**src/hdl/pft_pkg.sv**
```systemverilog
// Shared widths, types and pipeline depths for the plane-from-three-points block
package pft_pkg;

  localparam int COORD_WIDTH = 32;
  localparam int IO_W        = 32;
  localparam int DW          = COORD_WIDTH + 1;     // edge vector component
  localparam int PW          = 2 * DW;              // edge product
  localparam int XW          = PW + 1;              // cross product component
  localparam int LW          = $clog2(XW + 1);      // bit length of a magnitude
  localparam int AW          = 31;                  // scaled magnitude
  localparam int SQW         = 2 * AW;              // square of a scaled magnitude
  localparam int SW          = 64;                  // sum of squares
  localparam int RW          = SW / 2;              // square root
  localparam int RMW         = RW + 3;              // square root remainder
  localparam int FRAC_SH     = 30;                  // Q2.30 fraction bits
  localparam int QW          = 32;                  // quotient bits
  localparam int DRW         = RW + 2;              // divider remainder
  localparam int NW          = 32;                  // normal component
  localparam int OW          = 40;                  // offset
  localparam int MW          = NW + COORD_WIDTH;    // normal times coordinate
  localparam int SUMW        = MW + 2;              // sum of three products

  localparam int CROSS_ST    = 3;
  localparam int SCALE_ST    = 5;
  localparam int SQRT_ST     = RW / 2;
  localparam int DIV_ST      = QW / 2;
  localparam int OUT_ST      = 4;
  localparam int PIPE_LAT    = CROSS_ST + SCALE_ST + SQRT_ST + DIV_ST + OUT_ST;

  typedef logic signed [COORD_WIDTH-1:0] coord_t;

  typedef struct packed {
    coord_t x;
    coord_t y;
    coord_t z;
  } point_t;

  typedef struct packed {
    logic       degen;
    logic [2:0] neg;
    point_t     p1;
  } side_t;

  typedef logic [2:0][AW-1:0] amag_t;

endpackage

```
**src/hdl/pft_isqrt.sv**
```systemverilog
// Pipelined integer square root, two result bits per stage
module pft_isqrt (
  input  logic                      clk,
  input  logic                      rst,
  input  logic                      in_valid,
  input  logic [pft_pkg::SW-1:0]    in_s,
  input  pft_pkg::amag_t            in_a,
  input  pft_pkg::side_t            in_side,
  output logic                      out_valid,
  output logic [pft_pkg::RW-1:0]    out_r,
  output pft_pkg::amag_t            out_a,
  output pft_pkg::side_t            out_side
);
  import pft_pkg::*;

  logic           vld  [SQRT_ST+1];
  logic [SW-1:0]  sv   [SQRT_ST+1];
  logic [RMW-1:0] rem  [SQRT_ST+1];
  logic [RW-1:0]  root [SQRT_ST+1];
  amag_t          av   [SQRT_ST+1];
  side_t          sd   [SQRT_ST+1];

  assign vld[0]  = in_valid;
  assign sv[0]   = in_s;
  assign rem[0]  = '0;
  assign root[0] = '0;
  assign av[0]   = in_a;
  assign sd[0]   = in_side;

  for (genvar k = 0; k < SQRT_ST; k++) begin : g_st
    logic [RMW-1:0] rem_n;
    logic [RW-1:0]  root_n;
    logic [SW-1:0]  s_n;

    always_comb begin
      rem_n  = rem[k];
      root_n = root[k];
      s_n    = sv[k];
      for (int j = 0; j < 2; j++) begin
        rem_n = {rem_n[RMW-3:0], s_n[SW-1:SW-2]};
        if (rem_n >= RMW'({root_n, 2'b01})) begin
          rem_n  = rem_n - RMW'({root_n, 2'b01});
          root_n = {root_n[RW-2:0], 1'b1};
        end else begin
          root_n = {root_n[RW-2:0], 1'b0};
        end
        s_n = {s_n[SW-3:0], 2'b00};
      end
    end

    always_ff @(posedge clk) begin
      if (rst) begin
        vld[k+1] <= 1'b0;
      end else begin
        vld[k+1] <= vld[k];
      end
    end

    always_ff @(posedge clk) begin
      sv[k+1]   <= s_n;
      rem[k+1]  <= rem_n;
      root[k+1] <= root_n;
      av[k+1]   <= av[k];
      sd[k+1]   <= sd[k];
    end
  end

  assign out_valid = vld[SQRT_ST];
  assign out_r     = root[SQRT_ST];
  assign out_a     = av[SQRT_ST];
  assign out_side  = sd[SQRT_ST];

endmodule

```
**config.mk**
```make
export PLATFORM = sky130hd
export DESIGN_NAME = pft_isqrt
export DESIGN_NICKNAME = d
export VERILOG_FILES = /design/src/hdl/pft_pkg.sv /design/src/hdl/pft_isqrt.sv
export SDC_FILE = /design/constraint.sdc
export NUM_CORES = 2
export LEC_CHECK = 0
export BUFFER_PORTS_ARGS = -buffer_cell sky130_fd_sc_hd__buf_2
export CORE_MARGIN = 2
export CORE_UTILIZATION = 60
export CTS_CLUSTER_DIAMETER = 80
export DETAILED_ROUTE_END_ITERATION = 8
export GPL_ROUTABILITY_DRIVEN = 0
export MAX_ROUTING_LAYER = met4
export PLACE_DENSITY_LB_ADDON = 0.05
export SLEW_MARGIN = 5
export SYNTH_ARGS = -nofsm -noshare
export SYNTH_HDL_FRONTEND = slang
export SYNTH_SLANG_ARGS = --single-unit
```
**constraint.sdc**
```tcl
create_clock -name clk -period 8.35 [get_ports clk]
set_input_delay 0.4175 -clock clk [delete_from_list [all_inputs] [get_ports clk]]
set_output_delay 0.4175 -clock clk [all_outputs]
set_load 0.005 [all_outputs]
```
Yosys cells after proc, flatten, opt, wreduce, memory -nomap -nowiden:

Cells that the tools add are included.

* bits in registers: 4351
* bits of input ports: 260
* output and inout port bits: 226
* logic and storage cells: 316

* $add $sub $neg: 31
* $lt $le $gt $ge: 32
* multiplexer cells: 63

Operator list (count)
* two-way mux 33 bit: 31
* >= comparator 35 x 10 -> 1 bit: 1
* >= comparator 35 x 11 -> 1 bit: 1
* >= comparator 35 x 12 -> 1 bit: 1
* >= comparator 35 x 13 -> 1 bit: 1
* >= comparator 35 x 14 -> 1 bit: 1
* >= comparator 35 x 15 -> 1 bit: 1
* >= comparator 35 x 16 -> 1 bit: 1
* >= comparator 35 x 17 -> 1 bit: 1
* >= comparator 35 x 18 -> 1 bit: 1
* >= comparator 35 x 19 -> 1 bit: 1
* >= comparator 35 x 20 -> 1 bit: 1
* >= comparator 35 x 21 -> 1 bit: 1
* >= comparator 35 x 22 -> 1 bit: 1
* >= comparator 35 x 23 -> 1 bit: 1
* >= comparator 35 x 24 -> 1 bit: 1
* >= comparator 35 x 25 -> 1 bit: 1
* >= comparator 35 x 26 -> 1 bit: 1
* >= comparator 35 x 27 -> 1 bit: 1
* >= comparator 35 x 28 -> 1 bit: 1
* >= comparator 35 x 29 -> 1 bit: 1
* >= comparator 35 x 3 -> 1 bit: 1
* >= comparator 35 x 30 -> 1 bit: 1
* >= comparator 35 x 31 -> 1 bit: 1
* other kinds (41): 72

Longest topological paths before layout:

* depth after elaboration: 4
* mapped depth: 30
* depth with buffers taken out: 28

Least setup slack after synthesis:

No wires, ideal clock.

* kind: flip-flop to flip-flop
* start point: register root[103] in the netlist's numbering
* end point: register rem[79] in the netlist's numbering
* arrival: 5.821 ns
* slack: 2.406 ns
* stages on the path, launching flop included: 28
* period minus slack after synthesis: 5.944 ns
* cell sequence: dfxtp_1 -> inv_1 -> ha_1 -> and3_1 -> o211ai_1 -> a21oi_1 -> o2111ai_1 -> a2111oi_0 -> or2_2 -> buf_2 -> inv_1 -> clkbuf_1 -> clkbuf_1 -> nor2_1 -> nor2_1 -> ha_1 -> clkbuf_1 -> nand4_1 -> nor2_1 -> nand2_1 -> o31ai_1 -> nand3_1 -> a311o_1 -> o31ai_1 -> a31oi_1 -> nand4_1 -> buf_2 -> mux2_1

* longest elaborated chain between the ends: 4

RTL lines
* from (decl): RTL line pft_isqrt.sv:19 `logic [RW-1:0] root [SQRT_ST+1];`
* from (signal, indexed assignment): RTL line pft_isqrt.sv:62 `root[k+1] <= root_n;`
* >= comparator 35 x 28 -> 1 bit / subtractor 33 x 28 -> 33 bit (equally long branches): RTL line pft_isqrt.sv:41, pft_isqrt.sv:42
* two-way mux 33 bit / two-way mux 1 bit (equally long branches): RTL line pft_isqrt.sv:41 `if (rem_n >= RMW'({root_n, 2'b01})) begin`
* subtractor 33 x 29 -> 33 bit / >= comparator 35 x 29 -> 1 bit (equally long branches): RTL line pft_isqrt.sv:42, pft_isqrt.sv:41
* two-way mux 33 bit *: RTL line pft_isqrt.sv:41
* via g_st[13].rem_n[9]: RTL line pft_isqrt.sv:31 `logic [RMW-1:0] rem_n;`
* to (signal, indexed assignment): RTL line pft_isqrt.sv:61 `rem[k+1] <= rem_n;`
* to (decl): RTL line pft_isqrt.sv:18 `logic [RMW-1:0] rem [SQRT_ST+1];`

Mark *: on every way through the listed nets, which the timed path passes. The rest lies on a longest branch.
A chain may end at the register's enable or synchronous reset.

Worst setup path in the final report:

* start point: register root[103] in the netlist's numbering
* end point: register rem[78] in the netlist's numbering

Same word-level chain as after synthesis.

==> flow_metrics.env <==
export IMPL_pre_cts_slack_ps=752
export IMPL_drcViolationCount=0
export IMPL_vias_per_cell=5.28
export IMPL_final_max_slew_viol_count=0
export IMPL_cts_sinks=4329
export IMPL_grt_pass1_wl_um=409000
export IMPL_yosys_area_top_type="dfxtp_1"
export IMPL_start_util_pct=60.4
export IMPL_maxCapViolCount=0
export IMPL_area_delta_synth_final_pct=15.3
export IMPL_grt_pass1_vias=78900
export IMPL_synth_edff_count=0
export IMPL_status="complete, but fails checks"
export IMPL_crit_required_ps=9150
export IMPL_finClkSkew_ps=105
export IMPL_post_cts_buffers=0
export IMPL_dp_cells=14100
export IMPL_core_area_mm2=0.217
export IMPL_synthTopCellsByCount="dfxtp_1, nor2_1, a21oi_1, nand2_1, ha_1"
export IMPL_fin_util_pct=69.6
export IMPL_cts_made_buffers=397
export IMPL_finalInstanceArea_mm2=0.151
export IMPL_grt_usage_pct=23.4
export IMPL_p_per_area_mw_per_mm2=323
export IMPL_synth_area_per_cell_um2=11.8
export IMPL_layout_drive_gt1_share_pct=11.3
export IMPL_drt_pass1_iterations=6
export IMPL_wire_per_inst_um=17.2
export IMPL_relSlewSlack_pct=11.2
export IMPL_die_area_mm2=0.223
export IMPL_drtIter0Drc=5258
export IMPL_endpoint_kind="register"
export IMPL_synthCells=11200
export IMPL_worst_slack_ps=475
export IMPL_peakVddDrop_uv=247
export IMPL_setup_tns_ps=0
export IMPL_ys_top_cells_by_area="dfxtp_1, ha_1, xnor2_1"
export IMPL_synth_cell_type_count=120
export IMPL_tightest_slew_ps=1330
export IMPL_fp_dieW_um=472
export IMPL_async_flop_share_pct=0
export IMPL_cts_root_buf="clkbuf_16"
export IMPL_layout_cells_non_filler=15100
export IMPL_vias=79700
export IMPL_fin_crit_sh_pct=94.3
export IMPL_dp_hpwl_um=181000
export IMPL_synth_most_common_cell="dfxtp_1"
export IMPL_die_h_um=472
export IMPL_dpl_cell_area_mm2=0.135
export IMPL_insertion_delay_ps=960
export IMPL_cts_tree="built"
export IMPL_clk_pin_slew_ps=60
export IMPL_cp_data_arrival_time_ps=8680
export IMPL_nets=12800
export IMPL_path_class="reg2reg"
export IMPL_syn_area_mm2=0.131
export IMPL_pin_count=486
export IMPL_min_period_ps=7880
export IMPL_postRouteAntennaNets=1
export IMPL_ys_flop_type="dfxtp_1"
export IMPL_cts_buffer_depth=4
export IMPL_max_freq_ghz=0.127
export IMPL_h_tree_depth=5
export IMPL_drt_total_wl_um=259000
export IMPL_synth_top_area_share_pct=66.0
export IMPL_ys_ff_latch=4329
export IMPL_grt_max_degree=49
export IMPL_yosysWarnings=0
export IMPL_violations="antenna violations"
export IMPL_p_leak_uw=0.0675
export IMPL_grt_setup_unrepaired="no"
export IMPL_antenna_found_initial=15
export IMPL_hp_class="in2reg"
export IMPL_cp_start_kind="register"
export IMPL_portBuffers=485
export IMPL_ys_seq_area_share_pct=66.0
export IMPL_num_rows=171
export IMPL_cp_max_fo=41
export IMPL_grt_overflow_total=0
export IMPL_final_hold_viol_count=0
export IMPL_finalSetupViolCount=0
worst max-delay path, cell delays in order (launching register included):
cell       delay [ps]
dfxtp_1           470
inv_1             110
ha_1              390
and3_1            220
o211ai_1          100
a21oi_1           290
o2111ai_1         290
a2111oi_0        1070
buf_4             290
or2_2             120
inv_1             220
o31ai_1           450
ha_1              300
nand4_1           140
nor2_1            500
nand2_1           110
o31ai_1           540
nand3_1           260
a311o_1           350
o31ai_1           410
a31oi_1           200
nand4_1           280
buf_12            260
mux2_2            390
power by group:
group	leakage [µW]	internal (µW)	total (µW)	switching, µW
clock	0.00659	10700	18100	7430
sequential	0.0364	22400	23600	1160
combinational	0.0245	3010	7110	4100
cell type report:
| type | count | area (µm²) |
|---|---|---|
| multi-input cells | 5945 | 40500 |
| fillers | 15300 | 66100 |
| diodes | 13 | 32.5 |
| well taps | 2854 | 3570 |
| inverters | 482 | 1810 |
| flip-flops and latches | 4329 | 86700 |
| clock buffers | 559 | 11500 |
| repair buffers | 778 | 5310 |
| clock inverters | 151 | 1880 |
metal layers:
layer	vias to the layer above	global-route usage [%]	wire length (µm)
met5	-	-	0
met4	0	10.4	11700
met3	703	3.48	13800
met2	2536	39.1	125000
met1	37000	28.2	109000
li1	39500	-	-
flip-flops by register name, indices dropped and copies added (netlist names):
name,count
sd,1500
av,1395
rem,473
g_st.s_n,420
root,240
out_side,100
out_a,93
sv,60
out_r,32
vld,15
out_valid,1
layout by cell type (no fill, tap or decap), types with 128 or more instances in the layout:
| cell | instances |
|---|---|
| dfxtp_1 | 4329 |
| a21o_1 | 306 |
| ha_1 | 557 |
| inv_1 | 472 |
| xor2_1 | 260 |
| nand3_1 | 191 |
| o21ai_0 | 364 |
| nor2_1 | 658 |
| nand2_1 | 593 |
| nand4_1 | 128 |
| clkbuf_16 | 399 |
| buf_2 | 485 |
| a21oi_1 | 602 |
| xnor2_1 | 497 |
| nor3_1 | 228 |
| dlygate4sd3_1 | 264 |
path summary, 6_finish.rpt:
check / from / end / slack [ps] / cells past startpoint
worst max-delay path: root[103]$_DFF_P_ / rem[78]$_DFF_P_ / 470 / 23
worst min register to register: sd[928]$_DFF_P_ / sd[828]$_DFF_P_ / 240 / 0
worst max register to register: root[103]$_DFF_P_ / rem[78]$_DFF_P_ / 470 / 23
worst min-delay path: in_side[94] / sd[1594]$_DFF_P_ / 80 / 2
per-stage QoR:
step,total power [µW],hold slack (ps)
6_report,48800,77.3
5_1_grt,51000,18.4
4_1_cts,49100,0.372
3_5_place_dp,30900,312
3_3_place_gp,30700,309
2_1_floorplan,29000,310
logic make-up (layout without fill, tap and decap cells):
group / count (synthesis) / after routing / share of synthesized area, %
AOI/OAI and AO/OA: 1954 / 1954 / 9.64
xor gates and xnor gates: 757 / 757 / 5.05
adders and majority gates: 557 / 557 / 5.31
buffers and inverters: 894 / 1970 / 3.16
DFF: 4329 / 4329 / 66.0
muxes: 108 / 108 / 0.908
other: 1 / 16 / 0.00286
and+or+nand+nor: 2566 / 2566 / 9.91
timing repair:
action	in CTS	in global routing
gates resized for setup	0	0
hold endpoints to repair	278	0
hold buffers	264	0
setup endpoints to repair	0	0
Note: power is estimated with default switching activity, not from simulation.
